$ cat src/rtl/core/tlfq_pkg.sv
// Shared types and codes for the three-level feedback queue scheduler.
`timescale 1ns / 1ps

package tlfq_pkg;

    localparam int ID_W    = 8;
    localparam int TIME_W  = 7;
    localparam int CFG_W   = 7;
    localparam int CFG_IX_W = 2;
    localparam int FIN_W   = 16;

    typedef enum logic [2:0] {
        EV_ADMIT   = 3'd0,
        EV_REFUSE  = 3'd1,
        EV_FINISH  = 3'd2,
        EV_REQUEUE = 3'd3,
        EV_IDLE    = 3'd4,
        EV_HALT    = 3'd5
    } event_t;

    typedef enum logic [1:0] {
        LVL_NONE   = 2'd0,
        LVL_FIRST  = 2'd1,
        LVL_SECOND = 2'd2,
        LVL_THIRD  = 2'd3
    } level_t;

    typedef enum logic [CFG_IX_W-1:0] {
        CFG_FIRST_QUANTUM  = 2'd0,
        CFG_SECOND_QUANTUM = 2'd1,
        CFG_FIRST_SHARE    = 2'd2,
        CFG_SECOND_SHARE   = 2'd3
    } cfg_idx_t;

    localparam logic CMD_ADMIT = 1'b0;
    localparam logic CMD_TICK  = 1'b1;

    localparam logic [CFG_W-1:0] RST_FIRST_QUANTUM  = 7'd8;
    localparam logic [CFG_W-1:0] RST_SECOND_QUANTUM = 7'd16;
    localparam logic [CFG_W-1:0] RST_FIRST_SHARE    = 7'd50;
    localparam logic [CFG_W-1:0] RST_SECOND_SHARE   = 7'd80;

    // Queue entry: id in the upper bits, remaining time below.
    typedef struct packed {
        logic [ID_W-1:0]   id;
        logic [TIME_W-1:0] rem;
    } entry_t;

    typedef struct packed {
        logic push;
        logic pop;
    } ring_ctl_t;

    typedef struct packed {
        logic empty;
        logic near_full;   // holds depth minus one or more
        logic full;
    } ring_stat_t;

    typedef struct packed {
        logic [CFG_W-1:0] first_quantum;
        logic [CFG_W-1:0] second_quantum;
        logic [CFG_W-1:0] first_share;
        logic [CFG_W-1:0] second_share;
    } cfg_t;

    typedef struct packed {
        event_t            ev;
        logic [ID_W-1:0]   id;
        logic [TIME_W-1:0] rem;
        level_t            level;
        logic [FIN_W-1:0]  finished;
    } result_t;

endpackage

$ cat src/rtl/core/tlfq_ring.sv
// Ring FIFO of queue entries with a registered head read.
`timescale 1ns / 1ps

module tlfq_ring
    import tlfq_pkg::*;
#(
    parameter int DEPTH = 10
)
(
    input  logic       clk,
    input  logic       rst_n,
    input  ring_ctl_t  ctl,
    input  entry_t     push_data,
    output entry_t     head_data,
    output ring_stat_t stat
);

    localparam int IW = $clog2(DEPTH);
    localparam int CW = $clog2(DEPTH + 1);

    entry_t          mem [DEPTH];
    entry_t          head_data_reg;
    logic [IW-1:0]   head_reg, head_next, head_inc;
    logic [IW-1:0]   tail_reg, tail_next;
    logic [CW-1:0]   count_reg, count_next;

    assign head_inc  = (head_reg == IW'(DEPTH - 1)) ? '0 : head_reg + 1'b1;
    assign head_next = ctl.pop ? head_inc : head_reg;
    assign tail_next = ctl.push
                     ? ((tail_reg == IW'(DEPTH - 1)) ? '0 : tail_reg + 1'b1)
                     : tail_reg;

    always_comb
    begin
        count_next = count_reg;
        if (ctl.push && !ctl.pop)
        begin
            count_next = count_reg + 1'b1;
        end
        else if (ctl.pop && !ctl.push)
        begin
            count_next = count_reg - 1'b1;
        end
    end

    always_ff @(posedge clk or negedge rst_n)
    begin
        if (!rst_n)
        begin
            head_reg  <= '0;
            tail_reg  <= '0;
            count_reg <= '0;
        end
        else
        begin
            head_reg  <= head_next;
            tail_reg  <= tail_next;
            count_reg <= count_next;
        end
    end

    // Head read is registered; a write landing on the new head is forwarded.
    always_ff @(posedge clk)
    begin
        if (ctl.push)
        begin
            mem[tail_reg] <= push_data;
        end
        if (ctl.push && (tail_reg == head_next))
        begin
            head_data_reg <= push_data;
        end
        else
        begin
            head_data_reg <= mem[head_next];
        end
    end

    assign head_data      = head_data_reg;
    assign stat.empty     = (count_reg == '0);
    assign stat.near_full = (count_reg >= CW'(DEPTH - 1));
    assign stat.full      = (count_reg >= CW'(DEPTH));

endmodule

$ cat src/rtl/core/tlfq_sched.sv
// Scheduling decision, finished counter and halt flag.
`timescale 1ns / 1ps

module tlfq_sched
    import tlfq_pkg::*;
(
    input  logic              clk,
    input  logic              rst_n,
    input  logic              fire,
    input  cfg_t              cfg,
    input  logic              command,
    input  logic [ID_W-1:0]   process_id,
    input  logic [TIME_W-1:0] burst_time,
    input  logic [CFG_W-1:0]  pick,
    input  logic              demote_to_first,
    input  ring_stat_t        stat1,
    input  ring_stat_t        stat2,
    input  ring_stat_t        stat3,
    input  entry_t            head1,
    input  entry_t            head2,
    input  entry_t            head3,
    output ring_ctl_t         ctl1,
    output ring_ctl_t         ctl2,
    output ring_ctl_t         ctl3,
    output entry_t            push1_data,
    output entry_t            requeue_data,
    output result_t           result
);

    logic             halted_reg, halted_next;
    logic [FIN_W-1:0] finished_reg, finished_next;
    logic             fin_inc;
    ring_ctl_t        c1, c2, c3;
    logic             use1, use2, use3;
    entry_t           sel;
    logic [TIME_W-1:0] quantum, diff;
    logic             done;
    result_t          res;

    always_comb
    begin
        use1 = (pick != '0) && (pick <= cfg.first_share) && !stat1.empty && !stat2.full;
        use2 = !use1 && (pick > cfg.first_share) && (pick <= cfg.second_share)
               && !stat2.empty;
        use3 = !use1 && !use2 && !stat3.empty;

        sel     = head3;
        quantum = '0;
        if (use1)
        begin
            sel     = head1;
            quantum = cfg.first_quantum;
        end
        else if (use2)
        begin
            sel     = head2;
            quantum = cfg.second_quantum;
        end
        diff = sel.rem - quantum;
        done = use3 || (sel.rem <= quantum);
    end

    always_comb
    begin
        c1          = '0;
        c2          = '0;
        c3          = '0;
        halted_next = halted_reg;
        fin_inc     = 1'b0;
        res         = '{ev: EV_IDLE, id: '0, rem: '0, level: LVL_NONE, finished: '0};
        push1_data  = '{id: process_id, rem: burst_time};
        requeue_data = '{id: sel.id, rem: diff};

        if (halted_reg)
        begin
            res.ev = EV_HALT;
        end
        else if (command == CMD_ADMIT)
        begin
            if (!stat1.near_full)
            begin
                c1.push = 1'b1;
                res     = '{ev: EV_ADMIT, id: process_id, rem: burst_time,
                            level: LVL_FIRST, finished: '0};
            end
            else
            begin
                res.ev = EV_REFUSE;
            end
        end
        else if (use1 || use2 || use3)
        begin
            c1.pop = use1;
            c2.pop = use2;
            c3.pop = use3;
            res.id = sel.id;
            if (done)
            begin
                fin_inc = 1'b1;
                res.ev  = EV_FINISH;
            end
            else
            begin
                res.ev  = EV_REQUEUE;
                res.rem = diff;
                push1_data = requeue_data;
                if (use1)
                begin
                    c2.push   = 1'b1;
                    res.level = LVL_SECOND;
                end
                else if (demote_to_first && !stat1.full)
                begin
                    c1.push   = 1'b1;
                    res.level = LVL_FIRST;
                end
                else if (!stat3.full)
                begin
                    c3.push   = 1'b1;
                    res.level = LVL_THIRD;
                end
                else
                begin
                    // level three overflow: process is lost, block stops
                    halted_next = 1'b1;
                    res.ev      = EV_HALT;
                end
            end
        end

        finished_next = (fin_inc && (finished_reg != '1)) ? finished_reg + 1'b1
                                                          : finished_reg;
        res.finished  = finished_next;
    end

    always_ff @(posedge clk or negedge rst_n)
    begin
        if (!rst_n)
        begin
            halted_reg   <= 1'b0;
            finished_reg <= '0;
        end
        else if (fire)
        begin
            halted_reg   <= halted_next;
            finished_reg <= finished_next;
        end
    end

    assign ctl1   = fire ? c1 : '0;
    assign ctl2   = fire ? c2 : '0;
    assign ctl3   = fire ? c3 : '0;
    assign result = res;

endmodule

$ cat src/rtl/core/three_level_feedback_queue_scheduler.sv
// Top level of the three-level feedback queue scheduler.
`timescale 1ns / 1ps

// Takes one admit or tick item per clock while in_stall is low and returns
// one result per item. An item is captured in an input register, decided
// against the queue state left by the item before it, and presented from a
// result register; the decision waits while the result register is held by
// out_stall. The sustained rate is one item per cycle while out_stall is low.
// The input stalls only while the input register is full and the result
// register is held by out_stall. The three queues are
// register rings whose head entries are read into a register; their sizes
// are FIRST_DEPTH, SECOND_DEPTH and THIRD_DEPTH. Queue contents need no
// clearing after reset. Configuration writes are taken at any edge with
// cfg_write high and should only be made while no item is in flight.
module three_level_feedback_queue_scheduler
    import tlfq_pkg::*;
#(
    parameter int FIRST_DEPTH  = 10,
    parameter int SECOND_DEPTH = 20,
    parameter int THIRD_DEPTH  = 30
)
(
    input  logic                clk,
    input  logic                rst_n,
    input  logic                cfg_write,
    input  logic [CFG_IX_W-1:0] cfg_index,
    input  logic [CFG_W-1:0]    cfg_data,
    input  logic                in_valid,
    output logic                in_stall,
    input  logic                command,
    input  logic [ID_W-1:0]     process_id,
    input  logic [TIME_W-1:0]   burst_time,
    input  logic [CFG_W-1:0]    pick,
    input  logic                demote_to_first,
    output logic                out_valid,
    input  logic                out_stall,
    output logic [2:0]          event_res,
    output logic [ID_W-1:0]     event_process_id,
    output logic [TIME_W-1:0]   remaining_time,
    output logic [1:0]          destination_level,
    output logic [FIN_W-1:0]    finished_total
);

    cfg_t              cfg_reg;
    logic              in_valid_reg;
    logic              command_reg;
    logic [ID_W-1:0]   process_id_reg;
    logic [TIME_W-1:0] burst_time_reg;
    logic [CFG_W-1:0]  pick_reg;
    logic              demote_reg;
    logic              out_valid_reg;
    result_t           out_reg;
    result_t           result;
    logic              advance, in_xfer;
    ring_ctl_t         ctl1, ctl2, ctl3;
    ring_stat_t        stat1, stat2, stat3;
    entry_t            head1, head2, head3;
    entry_t            push1_data, requeue_data;

    assign advance  = in_valid_reg && (!out_valid_reg || !out_stall);
    assign in_stall = in_valid_reg && !advance;
    assign in_xfer  = in_valid && !in_stall;

    always_ff @(posedge clk or negedge rst_n)
    begin
        if (!rst_n)
        begin
            cfg_reg.first_quantum  <= RST_FIRST_QUANTUM;
            cfg_reg.second_quantum <= RST_SECOND_QUANTUM;
            cfg_reg.first_share    <= RST_FIRST_SHARE;
            cfg_reg.second_share   <= RST_SECOND_SHARE;
        end
        else if (cfg_write)
        begin
            unique case (cfg_idx_t'(cfg_index))
                CFG_FIRST_QUANTUM:  cfg_reg.first_quantum  <= cfg_data;
                CFG_SECOND_QUANTUM: cfg_reg.second_quantum <= cfg_data;
                CFG_FIRST_SHARE:    cfg_reg.first_share    <= cfg_data;
                CFG_SECOND_SHARE:   cfg_reg.second_share   <= cfg_data;
                default: ;
            endcase
        end
    end

    always_ff @(posedge clk or negedge rst_n)
    begin
        if (!rst_n)
        begin
            in_valid_reg  <= 1'b0;
            out_valid_reg <= 1'b0;
        end
        else
        begin
            if (in_xfer)
            begin
                in_valid_reg <= 1'b1;
            end
            else if (advance)
            begin
                in_valid_reg <= 1'b0;
            end

            if (advance)
            begin
                out_valid_reg <= 1'b1;
            end
            else if (!out_stall)
            begin
                out_valid_reg <= 1'b0;
            end
        end
    end

    always_ff @(posedge clk)
    begin
        if (in_xfer)
        begin
            command_reg    <= command;
            process_id_reg <= process_id;
            burst_time_reg <= burst_time;
            pick_reg       <= pick;
            demote_reg     <= demote_to_first;
        end
        if (advance)
        begin
            out_reg <= result;
        end
    end

    tlfq_ring #(.DEPTH(FIRST_DEPTH)) u_ring1 (
        .clk       (clk),
        .rst_n     (rst_n),
        .ctl       (ctl1),
        .push_data (push1_data),
        .head_data (head1),
        .stat      (stat1)
    );

    tlfq_ring #(.DEPTH(SECOND_DEPTH)) u_ring2 (
        .clk       (clk),
        .rst_n     (rst_n),
        .ctl       (ctl2),
        .push_data (requeue_data),
        .head_data (head2),
        .stat      (stat2)
    );

    tlfq_ring #(.DEPTH(THIRD_DEPTH)) u_ring3 (
        .clk       (clk),
        .rst_n     (rst_n),
        .ctl       (ctl3),
        .push_data (requeue_data),
        .head_data (head3),
        .stat      (stat3)
    );

    tlfq_sched u_sched (
        .clk             (clk),
        .rst_n           (rst_n),
        .fire            (advance),
        .cfg             (cfg_reg),
        .command         (command_reg),
        .process_id      (process_id_reg),
        .burst_time      (burst_time_reg),
        .pick            (pick_reg),
        .demote_to_first (demote_reg),
        .stat1           (stat1),
        .stat2           (stat2),
        .stat3           (stat3),
        .head1           (head1),
        .head2           (head2),
        .head3           (head3),
        .ctl1            (ctl1),
        .ctl2            (ctl2),
        .ctl3            (ctl3),
        .push1_data      (push1_data),
        .requeue_data    (requeue_data),
        .result          (result)
    );

    assign out_valid         = out_valid_reg;
    assign event_res         = out_reg.ev;
    assign event_process_id  = out_reg.id;
    assign remaining_time    = out_reg.rem;
    assign destination_level = out_reg.level;
    assign finished_total    = out_reg.finished;

    // at most one queue gives up its head per item
    a_single_pop: assert property (@(posedge clk) disable iff (!rst_n)
        $onehot0({ctl1.pop, ctl2.pop, ctl3.pop}))
        else $error("more than one queue popped");

    a_pop_nonempty: assert property (@(posedge clk) disable iff (!rst_n)
        (!(ctl1.pop && stat1.empty)) && (!(ctl2.pop && stat2.empty))
        && (!(ctl3.pop && stat3.empty)))
        else $error("pop from empty queue");

    a_push_room: assert property (@(posedge clk) disable iff (!rst_n)
        (!(ctl1.push && stat1.full)) && (!(ctl2.push && stat2.full))
        && (!(ctl3.push && stat3.full)))
        else $error("push into full queue");

    a_stall_cause: assert property (@(posedge clk) disable iff (!rst_n)
        in_stall |-> (out_valid && out_stall))
        else $error("input stalled without output back-pressure");

endmodule
$ cat config.mk
export PLATFORM = sky130hd
export DESIGN_NAME = three_level_feedback_queue_scheduler
export DESIGN_NICKNAME = d
export VERILOG_FILES = /design/src/rtl/core/tlfq_pkg.sv /design/src/rtl/core/tlfq_ring.sv /design/src/rtl/core/tlfq_sched.sv /design/src/rtl/core/three_level_feedback_queue_scheduler.sv
export SDC_FILE = /design/constraint.sdc
export NUM_CORES = 1
export LEC_CHECK = 0
export ABC_CLOCK_PERIOD_IN_PS = 6700
export BUFFER_PORTS_ARGS = -buffer_cell sky130_fd_sc_hd__buf_2
export CORE_ASPECT_RATIO = 1.75
export CORE_MARGIN = 5
export CORE_UTILIZATION = 57
export CTS_CLUSTER_SIZE = 12
export DETAILED_ROUTE_END_ITERATION = 6
export PLACE_DENSITY = 0.73
export SLEW_MARGIN = 10
export SYNTH_ARGS = -nofsm -noshare
export SYNTH_HDL_FRONTEND = slang
export SYNTH_HIERARCHICAL = 1
export SYNTH_SLANG_ARGS = --single-unit
export TNS_END_PERCENT = 1
$ cat constraint.sdc
create_clock -name clk -period 6.7 [get_ports clk]
set_input_delay 0 -clock clk [delete_from_list [all_inputs] [get_ports clk]]
set_output_delay 0 -clock clk [all_outputs]
set_load 0.01 [all_outputs]
==> run metrics, run 1 <==
outcome=complete, no violations; number of global-route vias before repair=approximately 25000; total overflow reported by the global router=0; data required time at the worst endpoint=about 7.2 ns; largest net degree at the start of global routing=59; Initial DRT Pass Iterations=6; die height=between 300 and 400 um; relative contribution of the clock network to total power=between 10% and 20%; Net Count, Synth=about 2600; io pins=76; Max transition margin=approximately a fifth; part of the power in registers=approximately 44%; RSZ-0062 raised after global routing=false; final cell area excluding filler cells=49100 um2; Post-Syn Instances=between 2000 and 2500; pwr dens=roughly 540 nW/um2; detail-routed via count per cell=roughly 6; Crit Path Category=flop to flop; Port-buffer cells=75; internal cell power=roughly 17 mW; maximum net fanout on the critical path=17; Final Net Count=about 2800; Reg clk slew, reported paths=roughly 0.06 ns; total number of vias=~24000; element type at the critical path start=flop; number of flip-flops in the largest register=450; signed area change from the synthesized netlist to the final layout=13.1%; Leak=between 15 and 20 nW; Slew Limit Fails=0; maximum clock insertion buffer count=3; residual antenna-violating net count after detailed routing=0; die extent in x=roughly 220 um; switching fraction of total power=36.7%; Die Footprint=82000 um2; clock insertion delay at the later pin of the skew report=roughly 0.68 ns; total clock buffers created by CTS=100; Regs by FF count=u_ring3/mem (450), u_ring2/mem (300), u_ring1/mem (150); combinational cell fraction of total power=a little over a third; final routed wirelength across all metal layers=between 100000 and 150000 um; GRT Util Overall=roughly a quarter; number of antenna violations at the first check in global routing=1; startpoint of the most critical hold path=burst_time[3]; min-delay worst type=primary input to flop; reg2reg start=cfg_reg[4]$_DFFE_PN1P_; register bank with the most flops=u_ring3/mem; core region area=76000 um2; maximum clock frequency=158 MHz; share of the core filled with cells=between 60% and 70%; global-route wire length before repair=154000 um; initial drt markers=~1900; filler cell count in the final layout=between 5000 and 6000; Reg area=~31000 um2; commonest non-fill, non-tap cells in the layout=960 x sky130_fd_sc_hd__edfxtp_1, 161 x sky130_fd_sc_hd__nand2_1, 156 x sky130_fd_sc_hd__mux2i_1, 135 x sky130_fd_sc_hd__buf_4, 113 x sky130_fd_sc_hd__mux2_2; number of failing setup endpoints in the final timing report=0; share of layout cells above drive strength 1=between 20% and 30%; placed standard-cell area=between 40000 and 50000 um2; Worst-Margin Slew=1.18 ns; worst vdd rail ir drop=between 0.8 and 0.9 mV; final weighted congestion in routability-driven placement=around 0.9; combined area of the multi-input logic cells=approximately 11000 um2; root buffer selected by CTS=sky130_fd_sc_hd__clkbuf_16; fin crit period=about 6.3 ns; detailed-route DRC error count=0; final routed wire length divided by cell count=approximately 27 um; net switching component of the power=slightly below 10 mW; half-perimeter wire length after detailed placement=68700 um; skew final=between 0.02 and 0.03 ns; post-route worst hold slack=roughly 0.049 ns; TritonCTS sink count=1063; type of destination of the critical path=flop; std cell rows=around 130; cell area after technology mapping=~43000 um2; Yosys warning count=6; leading cell type in the layout, fill and taps excluded=sky130_fd_sc_hd__edfxtp_1; TritonCTS clock tree=built; number of setup buffers added after CTS=0; final period utilization=94.2%; Critical Path Start=cfg_reg[4]$_DFFE_PN1P_; per-instance average area after synthesis=around 18 um2; setup TNS=0 ns; deepest level of the CTS H-tree=3; effective utilization at floorplan=between 50% and 60%; number of max-cap violations=0; Hold Vio Cnt, Final=0; WP data arrival=between 6 and 7 ns
## final timing paths
kind                                               endpoint  slack, ns  cells past startpoint
max in group asynchronous     u_ring2/head_reg[0]$_DFF_PN0_       5.42                      4
max                        u_ring1/count_reg[3]$_DFFE_PN0P_       0.39                     25
max reg2reg                u_ring1/count_reg[3]$_DFFE_PN0P_       0.39                     25
min in group asynchronous           cfg_reg[12]$_DFFE_PN1P_       0.39                      3
min reg2reg                u_ring2/count_reg[4]$_DFFE_PN0P_       0.50                      1
min                             burst_time_reg[3]$_DFFE_PP_       0.05                      2
## critical path, stage by stage, from the launching register on
cell and delay (ns):
sky130_fd_sc_hd__dfstp_2 0.52, sky130_fd_sc_hd__inv_1 0.04, sky130_fd_sc_hd__ha_1 0.28, sky130_fd_sc_hd__nand4_1 0.12
sky130_fd_sc_hd__or4b_1 0.54, sky130_fd_sc_hd__o41ai_2 0.11, sky130_fd_sc_hd__and2_2 0.51, sky130_fd_sc_hd__buf_4 0.29
sky130_fd_sc_hd__mux2i_1 0.21, sky130_fd_sc_hd__nor2_1 0.07, sky130_fd_sc_hd__a21oi_1 0.26, sky130_fd_sc_hd__ha_1 0.24
sky130_fd_sc_hd__nor2b_1 0.07, sky130_fd_sc_hd__o31a_1 0.30, sky130_fd_sc_hd__o21ai_0 0.40, sky130_fd_sc_hd__nor2_1 0.17
sky130_fd_sc_hd__and2_1 0.23, sky130_fd_sc_hd__a31oi_1 0.22, sky130_fd_sc_hd__nor3b_1 0.10, sky130_fd_sc_hd__ha_1 0.24
sky130_fd_sc_hd__inv_1 0.17, sky130_fd_sc_hd__ha_1 0.26, sky130_fd_sc_hd__a21o_1 0.20, sky130_fd_sc_hd__a21oi_1 0.23
sky130_fd_sc_hd__mux2i_1 0.27, sky130_fd_sc_hd__o31ai_1 0.11
## per-stage QoR
step / cells / total power, mW / worst slack (ns)
after CTS: 3820 / 26.6 / 0.221
after floorplan: 2476 / 17.2 / 0.607
after detailed placement: 3593 / 21.3 / 0.255
final: 3823 / 26.4 / 0.391
after global placement: 3593 / 20.9 / 0.378
after global routing: 3820 / 27.5 / 0.155
## power by group through the flow
stage	combinational, mW	clock [mW]	sequential (mW)
finish	9.67	5.23	11.5
global placement	9.32	0	11.6
CTS	9.73	5.33	11.5
global route	10.3	5.60	11.6
detailed placement	9.68	0	11.7
floorplan	5.70	0	11.5
## final cells by class
class	count	area share (%)
Multi-Input combinational cell	1259	23.1
Tap cell	1020	2.60
Clock buffer	172	5.91
Inverter	36	0.275
Timing Repair Buffer	262	4.05
Clock inverter	8	0.135
Antenna cell	3	0.0153
Sequential cell	1063	63.9
## per-layer routing
layer | wire (um) | share of wire [%] | GRT usage (%) | vias to the layer above
li1 | - | - | - | 10300
met1 | 36100 | 35 | 28.8 | 12200
met2 | 55600 | 54 | 45.8 | 871
met3 | 5300 | 5.1 | 3.78 | 248
met4 | 6680 | 6.4 | 14.0 | 0
met5 | 0 | 0 | 0 | -
## timing repair
action / in CTS / in global routing
hold endpoints to repair: 132 / 0
gates resized for setup: 0 / 1
hold buffers: 47 / 0
setup endpoints to repair: 0 / 99
Power figures use the tool's default switching activity.
==> inputs of run 2 (changes only) <==
Settings changed: ABC_CLOCK_PERIOD_IN_PS 6700 to 6500, CORE_UTILIZATION 57 to 63, PLACE_DENSITY 0.73 to 0.77.
Clock period 6.7 ns to 6.5 ns, I/O delays scaled along.
==> run 2 against run 1 <==
- design area down 0.35%
- clock skew up 0.0077 ns
- sequential share of layout area up 0.22 points
- total power up 2.9%
- register-to-register slack better by 0.02 ns
- clock power up 3%
- wire length down 3.0%
- highest routed layer unchanged
- core utilization up 6.8 points
- count of clock-buffer cells in the layout down 13
- non-clock buffer count up 3
- via count up 0.52%
==> run metrics, run 2 (synthesis results as in run 1) <==
io pins=76; number of setup buffers added after CTS=0; root buffer selected by CTS=sky130_fd_sc_hd__clkbuf_16; Crit Path Category=flop to flop; reg2reg start=cfg_reg[4]$_DFFE_PN1P_; signed area change from the synthesized netlist to the final layout=12.7%; skew final=about 0.035 ns; Initial DRT Pass Iterations=5; RSZ-0062 raised after global routing=false; std cell rows=between 100 and 150; maximum net fanout on the critical path=12; final routed wirelength across all metal layers=roughly 100000 um; Place WS=0.426 ns; setup ws final=~0.4 ns; number of flip-flops in the largest register=450; TritonCTS clock tree=built; number of failing setup endpoints in the final timing report=0; data required time at the worst endpoint=around 7 ns; final weighted congestion in routability-driven placement=0.980; initial drt markers=approximately 2300; min-delay worst type=primary input to flop; Die Footprint=74400 um2; leading cell type in the layout, fill and taps excluded=sky130_fd_sc_hd__edfxtp_1; residual antenna-violating net count after detailed routing=0; die extent in x=about 210 um; startpoint of the most critical hold path=burst_time[0]; total overflow reported by the global router=0; clock insertion delay at the later pin of the skew report=between 0.6 and 0.7 ns; relative contribution of the clock network to total power=approximately 20%; effective utilization at floorplan=between 60 and 70%; core region area=slightly below 70000 um2; net switching component of the power=9.93 mW; total clock buffers created by CTS=101; combinational cell fraction of total power=between 30 and 40%; total number of vias=about 24000; Regs by FF count=u_ring3/mem (450), u_ring2/mem (300), u_ring1/mem (150); setup TNS=0 ns; Hold Vio Cnt, Final=0; Reg clk slew, reported paths=about 0.060 ns; TritonCTS sink count=1063; global-route wire length before repair=roughly 150000 um; number of global-route vias before repair=24700; antenna diode instance count=0; Worst-Margin Slew=approximately 1.2 ns; outcome=complete, no violations; final routed wire length divided by cell count=between 20 and 30 um; largest net degree at the start of global routing=53; half-perimeter wire length after detailed placement=66200 um; Final Net Count=roughly 2800; Max transition margin=between 20% and 30%; maximum clock frequency=~160 MHz; register bank with the most flops=u_ring3/mem; detail-routed via count per cell=6.42; internal cell power=about 17 mW; WP data arrival=around 6.7 ns; maximum clock insertion buffer count=3; filler cell count in the final layout=between 4000 and 5000; pwr dens=556 nW/um2; type of destination of the critical path=flop; Port-buffer cells=75; number of antenna violations at the first check in global routing=0; detailed-route DRC error count=0; die height=around 360 um; fin crit period=6.09 ns; part of the power in registers=43.6%; Leak=around 17 nW; Slew Limit Fails=0; worst vdd rail ir drop=about 1.2 mV; commonest non-fill, non-tap cells in the layout=960 x sky130_fd_sc_hd__edfxtp_1, 161 x sky130_fd_sc_hd__nand2_1, 156 x sky130_fd_sc_hd__mux2i_1, 143 x sky130_fd_sc_hd__buf_4, 113 x sky130_fd_sc_hd__mux2_2; switching fraction of total power=36.5%; Critical Path Start=cfg_reg[4]$_DFFE_PN1P_; final period utilization=a little over nine tenths; deepest level of the CTS H-tree=3; number of max-cap violations=0; GRT Util Overall=a little over a quarter; share of layout cells above drive strength 1=22.7%; element type at the critical path start=flop
[run 2: cell count changes in the layout (fill, tap and decap cells not counted), moves of 2 or more]
cell,previous run,this run
sky130_fd_sc_hd__buf_4,135,143
sky130_fd_sc_hd__diode_2,3,0
sky130_fd_sc_hd__clkinv_2,0,4
sky130_fd_sc_hd__clkinv_1,4,2
sky130_fd_sc_hd__clkbuf_1,64,52
sky130_fd_sc_hd__dlygate4sd3_1,46,42
[run 2: final cells by class]
cell class,count,area [um2],share of cell area (%)
clock buffer,159,2830,5.78
clock inverter,11,119,0.243
inverter,36,135,0.276
multi-input combinational,1259,11300,23.2
sequential,1063,31400,64.2
tap,903,1130,2.31
timing repair buffer,265,1980,4.06
[run 2: repair_timing]
| action | in CTS | in global routing |
|---|---|---|
| resized for setup | 0 | 1 |
| endpoints found under the hold margin | 96 | 0 |
| hold buffers | 43 | 0 |
| endpoints found under the setup margin | 0 | 1 |
[run 2: final timing paths]
check	to	slack, ns	cells after the start
min	burst_time_reg[0]$_DFFE_PP_	0.06	2
max reg2reg	u_ring3/count_reg[4]$_DFFE_PN0P_	0.41	23
max	u_ring3/count_reg[4]$_DFFE_PN0P_	0.41	23
min reg2reg	out_valid$_DFFE_PN0P_	0.50	1
max in group asynchronous	u_ring2/tail_reg[1]$_DFFE_PN0P_	5.36	4
min in group asynchronous	cfg_reg[8]$_DFFE_PN1P_	0.40	3
[run 2: per-layer routing]
| layer | track usage (%) | vias to the layer above | share of wire [%] |
|---|---|---|---|
| met5 | 0 | - | 0 |
| met4 | 15.4 | 0 | 6.4 |
| met3 | 3.37 | 258 | 5.6 |
| met2 | 48.5 | 1005 | 53 |
| met1 | 31.8 | 12200 | 35 |
| li1 | - | 10300 | - |
[run 2: critical path, stage by stage, from the launching register on]
cell and delay, ns:
sky130_fd_sc_hd__dfstp_2 0.53, sky130_fd_sc_hd__inv_1 0.04, sky130_fd_sc_hd__ha_1 0.28, sky130_fd_sc_hd__nand4_1 0.13, sky130_fd_sc_hd__or4b_1 0.54, sky130_fd_sc_hd__o41ai_2 0.11, sky130_fd_sc_hd__and2_2 0.35, sky130_fd_sc_hd__buf_4 0.25
sky130_fd_sc_hd__mux2i_1 0.20, sky130_fd_sc_hd__o21ai_0 0.10, sky130_fd_sc_hd__ha_1 0.47, sky130_fd_sc_hd__o21a_1 0.19, sky130_fd_sc_hd__o22a_1 0.13, sky130_fd_sc_hd__o21ai_0 0.14, sky130_fd_sc_hd__or2_2 0.37, sky130_fd_sc_hd__or3_1 0.36
sky130_fd_sc_hd__nor3_2 0.29, sky130_fd_sc_hd__ha_1 0.28, sky130_fd_sc_hd__inv_1 0.13, sky130_fd_sc_hd__ha_1 0.34, sky130_fd_sc_hd__a21o_1 0.21, sky130_fd_sc_hd__a21oi_1 0.17, sky130_fd_sc_hd__mux2i_1 0.27, sky130_fd_sc_hd__xnor2_1 0.16
[run 2: metrics by stage]
step | std cells | hold WS (ns) | power (mW) | cell area [um2] | util (%)
after floorplan | 2476 | -0.296 | 17.7 | 43400 | -
after global placement | 3483 | 0.0190 | 21.4 | 45500 | 66.4
after detailed placement | 3483 | 0.0290 | 21.9 | 45500 | 66.4
after CTS | 3696 | 0.0145 | 27.3 | 48900 | 71.4
after global routing | 3696 | 0.0453 | 28.3 | 48900 | 71.4
final | 3696 | 0.0609 | 27.2 | 48900 | 71.4
[run 2: power groups by stage]
stage / logic, mW / clock network (mW) / registers (mW)
detailed placement: 9.91 / 0 / 12.0
global placement: 9.47 / 0 / 12.0
floorplan: 5.87 / 0 / 11.8
finish: 9.96 / 5.37 / 11.9
global route: 10.6 / 5.75 / 11.9
CTS: 9.98 / 5.46 / 11.9
